$ cat config.mk
export PLATFORM = sky130hd
export DESIGN_NAME = int8_weight_matvec_row_scale
export DESIGN_NICKNAME = d
export VERILOG_FILES = /design/src/rtl/i8mvrs_pkg.sv /design/src/rtl/i8mvrs_front.sv /design/src/rtl/i8mvrs_queue.sv /design/src/rtl/i8mvrs_back.sv /design/src/rtl/int8_weight_matvec_row_scale.sv
export SDC_FILE = /design/constraint.sdc
export NUM_CORES = 2
export LEC_CHECK = 0
export BUFFER_PORTS_ARGS = -buffer_cell sky130_fd_sc_hd__buf_2
export CAP_MARGIN = 20
export CORE_ASPECT_RATIO = 1.75
export CORE_MARGIN = 2
export CORE_UTILIZATION = 45
export DETAILED_ROUTE_END_ITERATION = 6
export GPL_TIMING_DRIVEN = 0
export PLACE_DENSITY_LB_ADDON = 0.3
export RECOVER_POWER = 100
export SKIP_LAST_GASP = 1
export SYNTH_ARGS = -nofsm -noshare
export SYNTH_HDL_FRONTEND = slang
export SYNTH_SLANG_ARGS = --single-unit
export TNS_END_PERCENT = 50
$ cat constraint.sdc
create_clock -name clk_i -period 7.1 [get_ports clk_i]
set_clock_uncertainty 0.1 [all_clocks]
set_input_delay 0.71 -clock clk_i [delete_from_list [all_inputs] [get_ports clk_i]]
set_output_delay 0.71 -clock clk_i [all_outputs]
set_load 0.05 [all_outputs]
$ cat src/rtl/i8mvrs_pkg.sv
// ----------------------------------------------------------------------------
// i8mvrs_pkg
// Shared widths, constants and types of the int8 weight matrix-vector block.
// ----------------------------------------------------------------------------
package i8mvrs_pkg;

  localparam int WeightW = 8;
  localparam int ActW    = 16;
  localparam int ScaleW  = 16;
  localparam int ProdW   = WeightW + ActW;
  localparam int AccW    = 40;
  localparam int MulW    = AccW + ScaleW + 1;
  localparam int ResW    = 32;
  localparam int FracShift = 16;
  localparam int InDataW  = 40;
  localparam int OutDataW = 32;

  localparam int QueueDepthDefault = 2;

  typedef struct packed {
    logic signed [ProdW-1:0] prod;
    logic [ScaleW-1:0]       scale;
    logic                    end_row;
    logic                    end_mat;
  } entry_t;

  typedef struct packed {
    logic pop;
    logic row_done;
  } back_stat_t;

endpackage

$ cat src/rtl/i8mvrs_front.sv
// ----------------------------------------------------------------------------
// i8mvrs_front
// Unpacks an input beat, forms the exact weight times activation product and
// tags it with the row and matrix end flags for the queue.
// ----------------------------------------------------------------------------
module i8mvrs_front
  import i8mvrs_pkg::*;
(
  input  logic [InDataW-1:0] tdata_i,
  input  logic               tlast_i,
  input  logic               tuser_i,
  output entry_t             entry_o
);

  logic signed [WeightW-1:0] weight;
  logic signed [ActW-1:0]    act;

  assign weight = $signed(tdata_i[WeightW-1:0]);
  assign act    = $signed(tdata_i[WeightW+ActW-1:WeightW]);

  always_comb begin
    entry_o.prod    = ProdW'(weight * act);
    entry_o.scale   = tdata_i[WeightW+ActW+ScaleW-1:WeightW+ActW];
    entry_o.end_row = tlast_i;
    entry_o.end_mat = tuser_i;
  end

endmodule

$ cat src/rtl/i8mvrs_queue.sv
// ----------------------------------------------------------------------------
// i8mvrs_queue
// Short first-in first-out queue of classified beats between front and back.
// ----------------------------------------------------------------------------
module i8mvrs_queue
  import i8mvrs_pkg::*;
#(
  parameter int DEPTH = QueueDepthDefault
) (
  input  logic   clk_i,
  input  logic   rst_ni,
  input  logic   push_i,
  input  entry_t entry_i,
  output logic   full_o,
  input  logic   pop_i,
  output entry_t entry_o,
  output logic   empty_o
);

  localparam int PtrW = (DEPTH > 1) ? $clog2(DEPTH) : 1;
  localparam int CntW = $clog2(DEPTH + 1);

  entry_t          mem_q [DEPTH];
  logic [PtrW-1:0] wr_ptr_q, wr_ptr_d;
  logic [PtrW-1:0] rd_ptr_q, rd_ptr_d;
  logic [CntW-1:0] cnt_q, cnt_d;

  assign full_o  = (cnt_q == CntW'(DEPTH));
  assign empty_o = (cnt_q == '0);
  assign entry_o = mem_q[rd_ptr_q];

  always_comb begin
    wr_ptr_d = wr_ptr_q;
    rd_ptr_d = rd_ptr_q;
    cnt_d    = cnt_q;
    if (push_i) begin
      wr_ptr_d = (wr_ptr_q == PtrW'(DEPTH - 1)) ? '0 : wr_ptr_q + 1'b1;
    end
    if (pop_i) begin
      rd_ptr_d = (rd_ptr_q == PtrW'(DEPTH - 1)) ? '0 : rd_ptr_q + 1'b1;
    end
    if (push_i && !pop_i) begin
      cnt_d = cnt_q + 1'b1;
    end else if (!push_i && pop_i) begin
      cnt_d = cnt_q - 1'b1;
    end
  end

  always_ff @(posedge clk_i or negedge rst_ni) begin
    if (!rst_ni) begin
      wr_ptr_q <= '0;
      rd_ptr_q <= '0;
      cnt_q    <= '0;
    end else begin
      wr_ptr_q <= wr_ptr_d;
      rd_ptr_q <= rd_ptr_d;
      cnt_q    <= cnt_d;
    end
  end

  always_ff @(posedge clk_i) begin
    if (push_i) begin
      mem_q[wr_ptr_q] <= entry_i;
    end
  end

endmodule

$ cat src/rtl/i8mvrs_back.sv
// ----------------------------------------------------------------------------
// i8mvrs_back
// Accumulates products with 40-bit saturation, scales the closed row sum,
// rounds it to Q.0, saturates it to 32 bits and holds it for the output.
// ----------------------------------------------------------------------------
module i8mvrs_back
  import i8mvrs_pkg::*;
(
  input  logic                clk_i,
  input  logic                rst_ni,
  input  entry_t              entry_i,
  input  logic                empty_i,
  output back_stat_t          stat_o,
  output logic                tvalid_o,
  input  logic                tready_i,
  output logic [OutDataW-1:0] tdata_o,
  output logic                tlast_o,
  output logic                tuser_o
);

  localparam logic signed [AccW-1:0] AccMax = {1'b0, {(AccW-1){1'b1}}};
  localparam logic signed [AccW-1:0] AccMin = {1'b1, {(AccW-1){1'b0}}};
  localparam logic signed [MulW-1:0] RoundHalf = MulW'(1) <<< (FracShift - 1);
  localparam int RndW = MulW - FracShift;

  logic signed [AccW-1:0] acc_q, acc_d;
  logic signed [AccW:0]   sum_wide;
  logic signed [AccW-1:0] sum;
  logic                   pop;
  logic                   mul_ready, prd_ready, out_load;

  logic                   mul_vld_q;
  logic signed [AccW-1:0] mul_sum_q;
  logic [ScaleW-1:0]      mul_scale_q;
  logic                   mul_mat_q;

  logic                   prd_vld_q;
  logic signed [MulW-1:0] prd_q, prd_d;
  logic                   prd_mat_q;

  logic signed [MulW-1:0] rnd_full;
  logic [RndW-1:0]        rnd;
  logic [ResW-1:0]        res_d;
  logic                   sat_d;

  logic                   out_vld_q;
  logic [ResW-1:0]        out_res_q;
  logic                   out_sat_q, out_mat_q;

  assign out_load  = !out_vld_q || tready_i;
  assign prd_ready = !prd_vld_q || out_load;
  assign mul_ready = !mul_vld_q || prd_ready;
  assign pop       = !empty_i && (!entry_i.end_row || mul_ready);

  assign stat_o.pop      = pop;
  assign stat_o.row_done = pop && entry_i.end_row;

  always_comb begin
    sum_wide = {acc_q[AccW-1], acc_q} + (AccW+1)'(entry_i.prod);
    if (sum_wide[AccW] != sum_wide[AccW-1]) begin
      sum = sum_wide[AccW] ? AccMin : AccMax;
    end else begin
      sum = sum_wide[AccW-1:0];
    end
    acc_d = acc_q;
    if (pop) begin
      acc_d = entry_i.end_row ? '0 : sum;
    end
  end

  assign prd_d = mul_sum_q * $signed({1'b0, mul_scale_q});

  always_comb begin
    rnd_full = prd_q + RoundHalf;
    rnd      = rnd_full[MulW-1:FracShift];
    sat_d    = 1'b0;
    res_d    = rnd[ResW-1:0];
    if (!rnd[RndW-1] && (|rnd[RndW-2:ResW-1])) begin
      res_d = {1'b0, {(ResW-1){1'b1}}};
      sat_d = 1'b1;
    end else if (rnd[RndW-1] && !(&rnd[RndW-2:ResW-1])) begin
      res_d = {1'b1, {(ResW-1){1'b0}}};
      sat_d = 1'b1;
    end
  end

  always_ff @(posedge clk_i or negedge rst_ni) begin
    if (!rst_ni) begin
      acc_q     <= '0;
      mul_vld_q <= 1'b0;
      prd_vld_q <= 1'b0;
      out_vld_q <= 1'b0;
    end else begin
      acc_q <= acc_d;
      if (mul_ready) begin
        mul_vld_q <= pop && entry_i.end_row;
      end
      if (prd_ready) begin
        prd_vld_q <= mul_vld_q;
      end
      if (out_load) begin
        out_vld_q <= prd_vld_q;
      end
    end
  end

  always_ff @(posedge clk_i) begin
    if (mul_ready && pop && entry_i.end_row) begin
      mul_sum_q   <= sum;
      mul_scale_q <= entry_i.scale;
      mul_mat_q   <= entry_i.end_mat;
    end
    if (prd_ready && mul_vld_q) begin
      prd_q     <= prd_d;
      prd_mat_q <= mul_mat_q;
    end
    if (out_load && prd_vld_q) begin
      out_res_q <= res_d;
      out_sat_q <= sat_d;
      out_mat_q <= prd_mat_q;
    end
  end

  assign tvalid_o = out_vld_q;
  assign tdata_o  = out_res_q;
  assign tlast_o  = out_mat_q;
  assign tuser_o  = out_sat_q;

endmodule

$ cat src/rtl/int8_weight_matvec_row_scale.sv
// ----------------------------------------------------------------------------
// int8_weight_matvec_row_scale
// Signed int8 weight matrix-vector product with a per-row Q0.16 scale.
// A row-closing beat passes the queue and the sum, product and output
// registers into a result. Throughput: one input beat per cycle while the
// queue has room, set by the single accumulator add; one result per row end.
// Reset clears the accumulator, the queue and all pipeline valid bits.
// ----------------------------------------------------------------------------
module int8_weight_matvec_row_scale
  import i8mvrs_pkg::*;
#(
  parameter int QUEUE_DEPTH = QueueDepthDefault
) (
  input  logic                clk_i,
  input  logic                rst_ni,
  input  logic                s_axis_tvalid,
  output logic                s_axis_tready,
  // weight_byte [7:0], activation [23:8], row_scale [39:24]
  input  logic [InDataW-1:0]  s_axis_tdata,
  input  logic                s_axis_tlast,   // last_in_row
  input  logic                s_axis_tuser,   // last_row
  output logic                m_axis_tvalid,
  input  logic                m_axis_tready,
  // row_result [31:0]
  output logic [OutDataW-1:0] m_axis_tdata,
  output logic                m_axis_tlast,   // final_result
  output logic                m_axis_tuser    // saturated
);

  entry_t     front_entry;
  entry_t     q_entry;
  logic       q_full, q_empty, q_push;
  back_stat_t back_stat;

  assign s_axis_tready = !q_full;
  assign q_push        = s_axis_tvalid && !q_full;

  i8mvrs_front u_front (
    .tdata_i (s_axis_tdata),
    .tlast_i (s_axis_tlast),
    .tuser_i (s_axis_tuser),
    .entry_o (front_entry)
  );

  i8mvrs_queue #(
    .DEPTH (QUEUE_DEPTH)
  ) u_queue (
    .clk_i   (clk_i),
    .rst_ni  (rst_ni),
    .push_i  (q_push),
    .entry_i (front_entry),
    .full_o  (q_full),
    .pop_i   (back_stat.pop),
    .entry_o (q_entry),
    .empty_o (q_empty)
  );

  i8mvrs_back u_back (
    .clk_i    (clk_i),
    .rst_ni   (rst_ni),
    .entry_i  (q_entry),
    .empty_i  (q_empty),
    .stat_o   (back_stat),
    .tvalid_o (m_axis_tvalid),
    .tready_i (m_axis_tready),
    .tdata_o  (m_axis_tdata),
    .tlast_o  (m_axis_tlast),
    .tuser_o  (m_axis_tuser)
  );

  a_sat_extreme: assert property (@(posedge clk_i) disable iff (!rst_ni)
    m_axis_tvalid && m_axis_tuser |->
      (m_axis_tdata == 32'h7fff_ffff || m_axis_tdata == 32'h8000_0000))
    else $error("saturated result is not at a range limit");

  a_full_stalls: assert property (@(posedge clk_i) disable iff (!rst_ni)
    q_full |-> !s_axis_tready)
    else $error("input ready while queue is full");

  a_no_pop_empty: assert property (@(posedge clk_i) disable iff (!rst_ni)
    q_empty |-> !back_stat.pop && !back_stat.row_done)
    else $error("back end pops an empty queue");

endmodule

Yosys cells after proc, flatten, opt, wreduce, memory -nomap -nowiden:

Memories as Yosys holds them, arrays and structs flattened.
Cells that the tools add are included.

* register bits after elaboration: 196
* memory bits (writable): 84
* input bits: 46
* output and inout bits: 36
* word-level logic and storage cells: 66
* memories kept: 1

Memories
* u_queue.mem_q: depth 2, bits a word 42, rd ports 1, clocked after Yosys merged registers in 0, wr ports 1, RTL line i8mvrs_queue.sv:23 `entry_t mem_q [DEPTH];`

* add/sub/neg operators: 6
* multiply operators: 2
* eq/ne operators: 2
* multiplexer cells: 11
* reduce and logical (&&, ||, !) cells: 29

Operator list (count)
* $mux W40: 3
* $add A57 B17 Y57 const B: 1
* $mul A40 B17 Y57: 1
* $add A40 B24 Y41: 1
* $mux W32: 1
* $mul A8 B16 Y24: 1
* $logic_and A1 B1 Y1: 11
* $logic_not A1 Y1: 10
* $reduce_and A9 Y1: 1
* $reduce_or A9 Y1: 1
* $mux W1: 5
* $logic_or A1 B1 Y1: 4
* $mux W2: 2
* $add A1 B1 Y1 const B: 2
* $add A2 B1 Y2 const B: 1
* $eq A2 B2 Y1 const B: 1
* $logic_not A2 Y1: 1
* $reduce_bool A2 Y1: 1
* $sub A2 B1 Y2 const B: 1
* $ne A1 B1 Y1: 1

Depth between registers and ports, before layout:

* depth after elaboration: 9
* gate-level depth with buffers: 25

By module:

A second synthesis with hierarchy kept.

* cells, all modules: 3900
* area, all modules: 38607.0 um^2

Modules (own cells, without submodules)
* i8mvrs_back: times used 1, cells each 3203, area each 30406.7 um^2, sequential area each 5099.9 um^2
* i8mvrs_front: times used 1, cells each 548, area each 4770.8 um^2, sequential area each 0.0 um^2
* i8mvrs_queue: times used 1, cells each 147, area each 3419.5 um^2, sequential area each 2622.5 um^2
* int8_weight_matvec_row_scale: times used 1, cells each 2, area each 10.0 um^2, sequential area each 0.0 um^2

Worst setup path after synthesis:

OpenSTA, ideal clock, no wires.

* kind: reg-to-reg
* from: register u_back.mul_sum_q[19]
* to: register u_back.prd_q[47] (data pin)
* arrival: 5979 ps
* required time: 6738 ps
* slack: 760 ps
* cell stages (with the launch flop): 20
* period minus slack after synthesis: 6340 ps
* cells stage by stage: edfxtp_1 > clkbuf_1 > nand2_1 > fa_1 > fa_1 > fa_1 > inv_1 > fa_1 > fa_1 > fa_1 > ha_1 > a211oi_1 > nand2_1 > or4_1 > a21oi_1 > o21ai_1 > a21oi_1 > o31ai_1 > a211oi_1 > xnor2_1

* cells in the longest elaborated chain, start to end: 1

RTL lines
* start, declared: RTL line i8mvrs_back.sv:33 `logic signed [AccW-1:0] mul_sum_q;`
* start signal, assigned: RTL line i8mvrs_back.sv:109 `mul_sum_q <= sum;`
* $mul A40 B17 Y57: RTL line i8mvrs_back.sv:71 `assign prd_d = mul_sum_q * $signed({1'b0, mul_scale_q});`
* via u_back.prd_d[47]: RTL line i8mvrs_back.sv:38 `logic signed [MulW-1:0] prd_q, prd_d;`
* end signal, assigned: RTL line i8mvrs_back.sv:114 `prd_q <= prd_d;`
* end, declared: RTL line i8mvrs_back.sv:38

The timed path passes the listed nets, and every way through them passes these cells.
A chain may end at the register's enable or synchronous reset.

Worst setup path in the final report:

* from: register u_back.mul_scale_q[10]
* to: register u_back.prd_q[49] (data pin)

* cells in the longest elaborated chain, start to end: 1

RTL lines
* start, declared: RTL line i8mvrs_back.sv:34 `logic [ScaleW-1:0] mul_scale_q;`
* start signal, assigned: RTL line i8mvrs_back.sv:110 `mul_scale_q <= entry_i.scale;`
* $mul A40 B17 Y57: RTL line i8mvrs_back.sv:71
* via u_back.prd_d[49]: RTL line i8mvrs_back.sv:38

The timed path passes the listed nets, and every way through them passes these cells.

==> results.sh <==
export IMPL_worstPathArrival_ps=7280
export IMPL_ys_seq_area_share_pct=20.1
export IMPL_fp_dieW_um=225
export IMPL_grt_max_degree=43
export IMPL_fin_ws_ps=47.7
export IMPL_initial_core_util_pct=45.4
export IMPL_fin_crit_sh_pct=99.3
export IMPL_clockBufferDepth=3
export IMPL_wirelength_um=109000
export IMPL_multiInputGateArea_mm2=0.0272
export IMPL_path_clk_slew_ps=70
export IMPL_synth_area_mm2=0.0384
export IMPL_critPathKind="register to register"
export IMPL_drc_errors=0
export IMPL_clock_sinks=265
export IMPL_area_growth_pct=8.24
export IMPL_dr_pass1_iters=6
export IMPL_cts_buffers=27
export IMPL_regArea_mm2=0.00772
export IMPL_final_common_cell="inv_1"
export IMPL_vias=27722
export IMPL_ys_types=76
export IMPL_rsz0062_at_grt="yes"
export IMPL_synth_edf_count=218
export IMPL_grt_pass1_wl_um=169000
export IMPL_post_synth_top_area_cell="fa_1"
export IMPL_cp_max_fo=10
export IMPL_layout_drive_gt1_share_pct=6.84
export IMPL_required_ps=7330
export IMPL_grt_overflow_total=0
export IMPL_yosysTopAreaCellShare_pct=36.7
export IMPL_outcome="finished, violations left"
export IMPL_worstMarginPinSlew_ps=2420
export IMPL_grt_pass1_vias=30442
export IMPL_hold_violations=0
export IMPL_portBuffers=81
export IMPL_pin_count=82
export IMPL_insertion_delay_ps=600
export IMPL_synth_area_leaders="fa_1 37%, edfxtp_1 17%, inv_1 7.6%"
export IMPL_maxCapViolations=8
export IMPL_netlist_instances=3933
export IMPL_final_cells=5184
export IMPL_n_fill_cell=7878
export IMPL_yosys_warnings=0
export IMPL_synth_ff_type="edfxtp_1"
export IMPL_place_congestion=1.01
export IMPL_core_mm2=0.0845
export IMPL_fp_dieH_um=390
export IMPL_final_util_pct=49.2
export IMPL_cp_start_kind="register"
export IMPL_async_flop_share_pct=17.7
export IMPL_hold_depth=1
export IMPL_violations="max-capacitance violations, max-slew violations"
export IMPL_cts_tree="done"
export IMPL_dieArea_mm2=0.0877
export IMPL_fmax_ghz=0.142
export IMPL_antenna_found_initial=3
export IMPL_min_path_type="input pin to register"
export IMPL_drt_iter0_markers=1404
export IMPL_reg2reg_depth=19
export IMPL_nNetsFinal=5056
export IMPL_rows=141
export IMPL_postRouteAntennaNets=0
export IMPL_h_tree_depth=1
export IMPL_final_cell_mix="778 x inv_1, 701 x fa_1, 556 x nand2_1"
export IMPL_root_buffer="clkbuf_16"
export IMPL_synthesis_nets=4900
export IMPL_dp_cells=5092
export IMPL_dpl_worst_slack_ps=-899
export IMPL_avgSynthCellArea_um2=9.76
export IMPL_wire_per_inst_um=21.1
export IMPL_yosys_register_bits=265
export IMPL_hpwl_um=91200
export IMPL_endpoint_kind="register"
export IMPL_final_max_slew_viol_count=243
export IMPL_routed_via_density=5.35
export IMPL_grtUsageTotal_pct=25.8
export IMPL_fin_crit_ps=7050
export IMPL_whs_ps=204
export IMPL_slew_headroom_pct=-61.1
export IMPL_finalSetupViolCount=0
## per-layer routing
metal / track usage (%) / wire length (µm)
met3: 3.22 / 5920
met5: 0 / 29
met2: 48.4 / 57000
met4: 20.6 / 11300
met1: 25.2 / 34900
## Yosys cell counts, types with 12 or more instances
master	count
a21o_1	43
a21oi_1	130
a31oi_1	13
and2_1	326
and3_1	26
clkbuf_1	143
dfrtp_1	47
edfxtp_1	218
fa_1	703
ha_1	218
inv_1	778
maj3_1	26
mux2_2	41
nand2_1	556
nand2b_1	30
nand3_1	36
nand4_1	18
nor2_1	104
nor3_1	21
o21a_1	12
o21ai_0	129
o21bai_1	16
xnor2_1	93
xor2_1	52
## critical path, cell delays in order, from the launching register on
cell and delay (ps):
edfxtp_1 430, clkbuf_2 440, nand2_1 120, fa_1 490, inv_1 50, fa_1 500, fa_1 610, fa_1 450
fa_1 520, fa_1 440, ha_1 430, nand2_1 100, o21ai_1 210, o2111ai_1 230, a211o_1 400, o21ai_4 250
a2111oi_2 120, or2_2 340, o41ai_1 420, xor2_1 120
## state kept, by name (all words and copies together) (netlist names), 2 cells and up
name,cells
u_back.mul_scale_q,16
u_back.prd_q,42
u_back.tdata_o,32
u_back.acc_q,40
u_back.mul_sum_q,40
u_queue.cnt_q,2
u_queue.mem_q,84
## final timing paths
path / startpoint / to / slack (ps)
setup / recovery: u_back.mul_scale_q[10]$_DFFE_PP_ / u_back.prd_q[49]$_DFFE_PP_ / 50
hold / removal: s_axis_tdata[30] / u_queue.mem_q[0][8]$_DFFE_PP_ / 200
setup reg to reg: u_back.mul_scale_q[10]$_DFFE_PP_ / u_back.prd_q[49]$_DFFE_PP_ / 50
hold reg to reg: u_back.mul_mat_q$_DFFE_PP_ / u_back.prd_mat_q$_DFFE_PP_ / 320
max in group asynchronous: rst_ni / u_back.acc_q[2]$_DFFE_PN0P_ / 3740
min in group asynchronous: rst_ni / u_back.acc_q[37]$_DFFE_PN0P_ / 630
## cells by family after synthesis
kind of cell	Yosys count	synth area share [%]
AOI/OAI and AO/OA	421	6.70
DFF	265	20.1
muxes	43	1.26
and+or+nand+nor	1173	14.9
adders and majority gates	947	44.5
xor gates and xnor gates	145	3.31
buffers and inverters	939	9.28
## area by class of cell
class                      instances  share of cell area, %
multi-input combinational       2729                   65.4
inverter                         778                   7.03
buffer                           160                   1.98
antenna                            2                 0.0120
sequential                       265                   18.6
tap                             1072                   3.23
timing repair buffer             128                   1.62
clock inverter                    11                  0.202
clock buffer                      39                   1.90
## per-stage QoR
step | TNS, ps | area, µm²
2_1_floorplan | 0 | 38400
6_report | 0 | 41500
3_5_place_dp | -15870 | 40300
4_1_cts | -150 | 41500
3_3_place_gp | -13350 | 40100
5_1_grt | -339 | 41500
## timing repair
action,in CTS,in global routing
buffers inserted,13,27
resized for setup,124,74
hold endpoints to repair,10,0
endpoints found under the setup margin,34,22
hold buffers,1,0
pin swaps,0,2
gates cloned,0,0
Power is not shown: default switching activity piles up to over one toggle a cycle in this logic, so the estimate is an artifact.
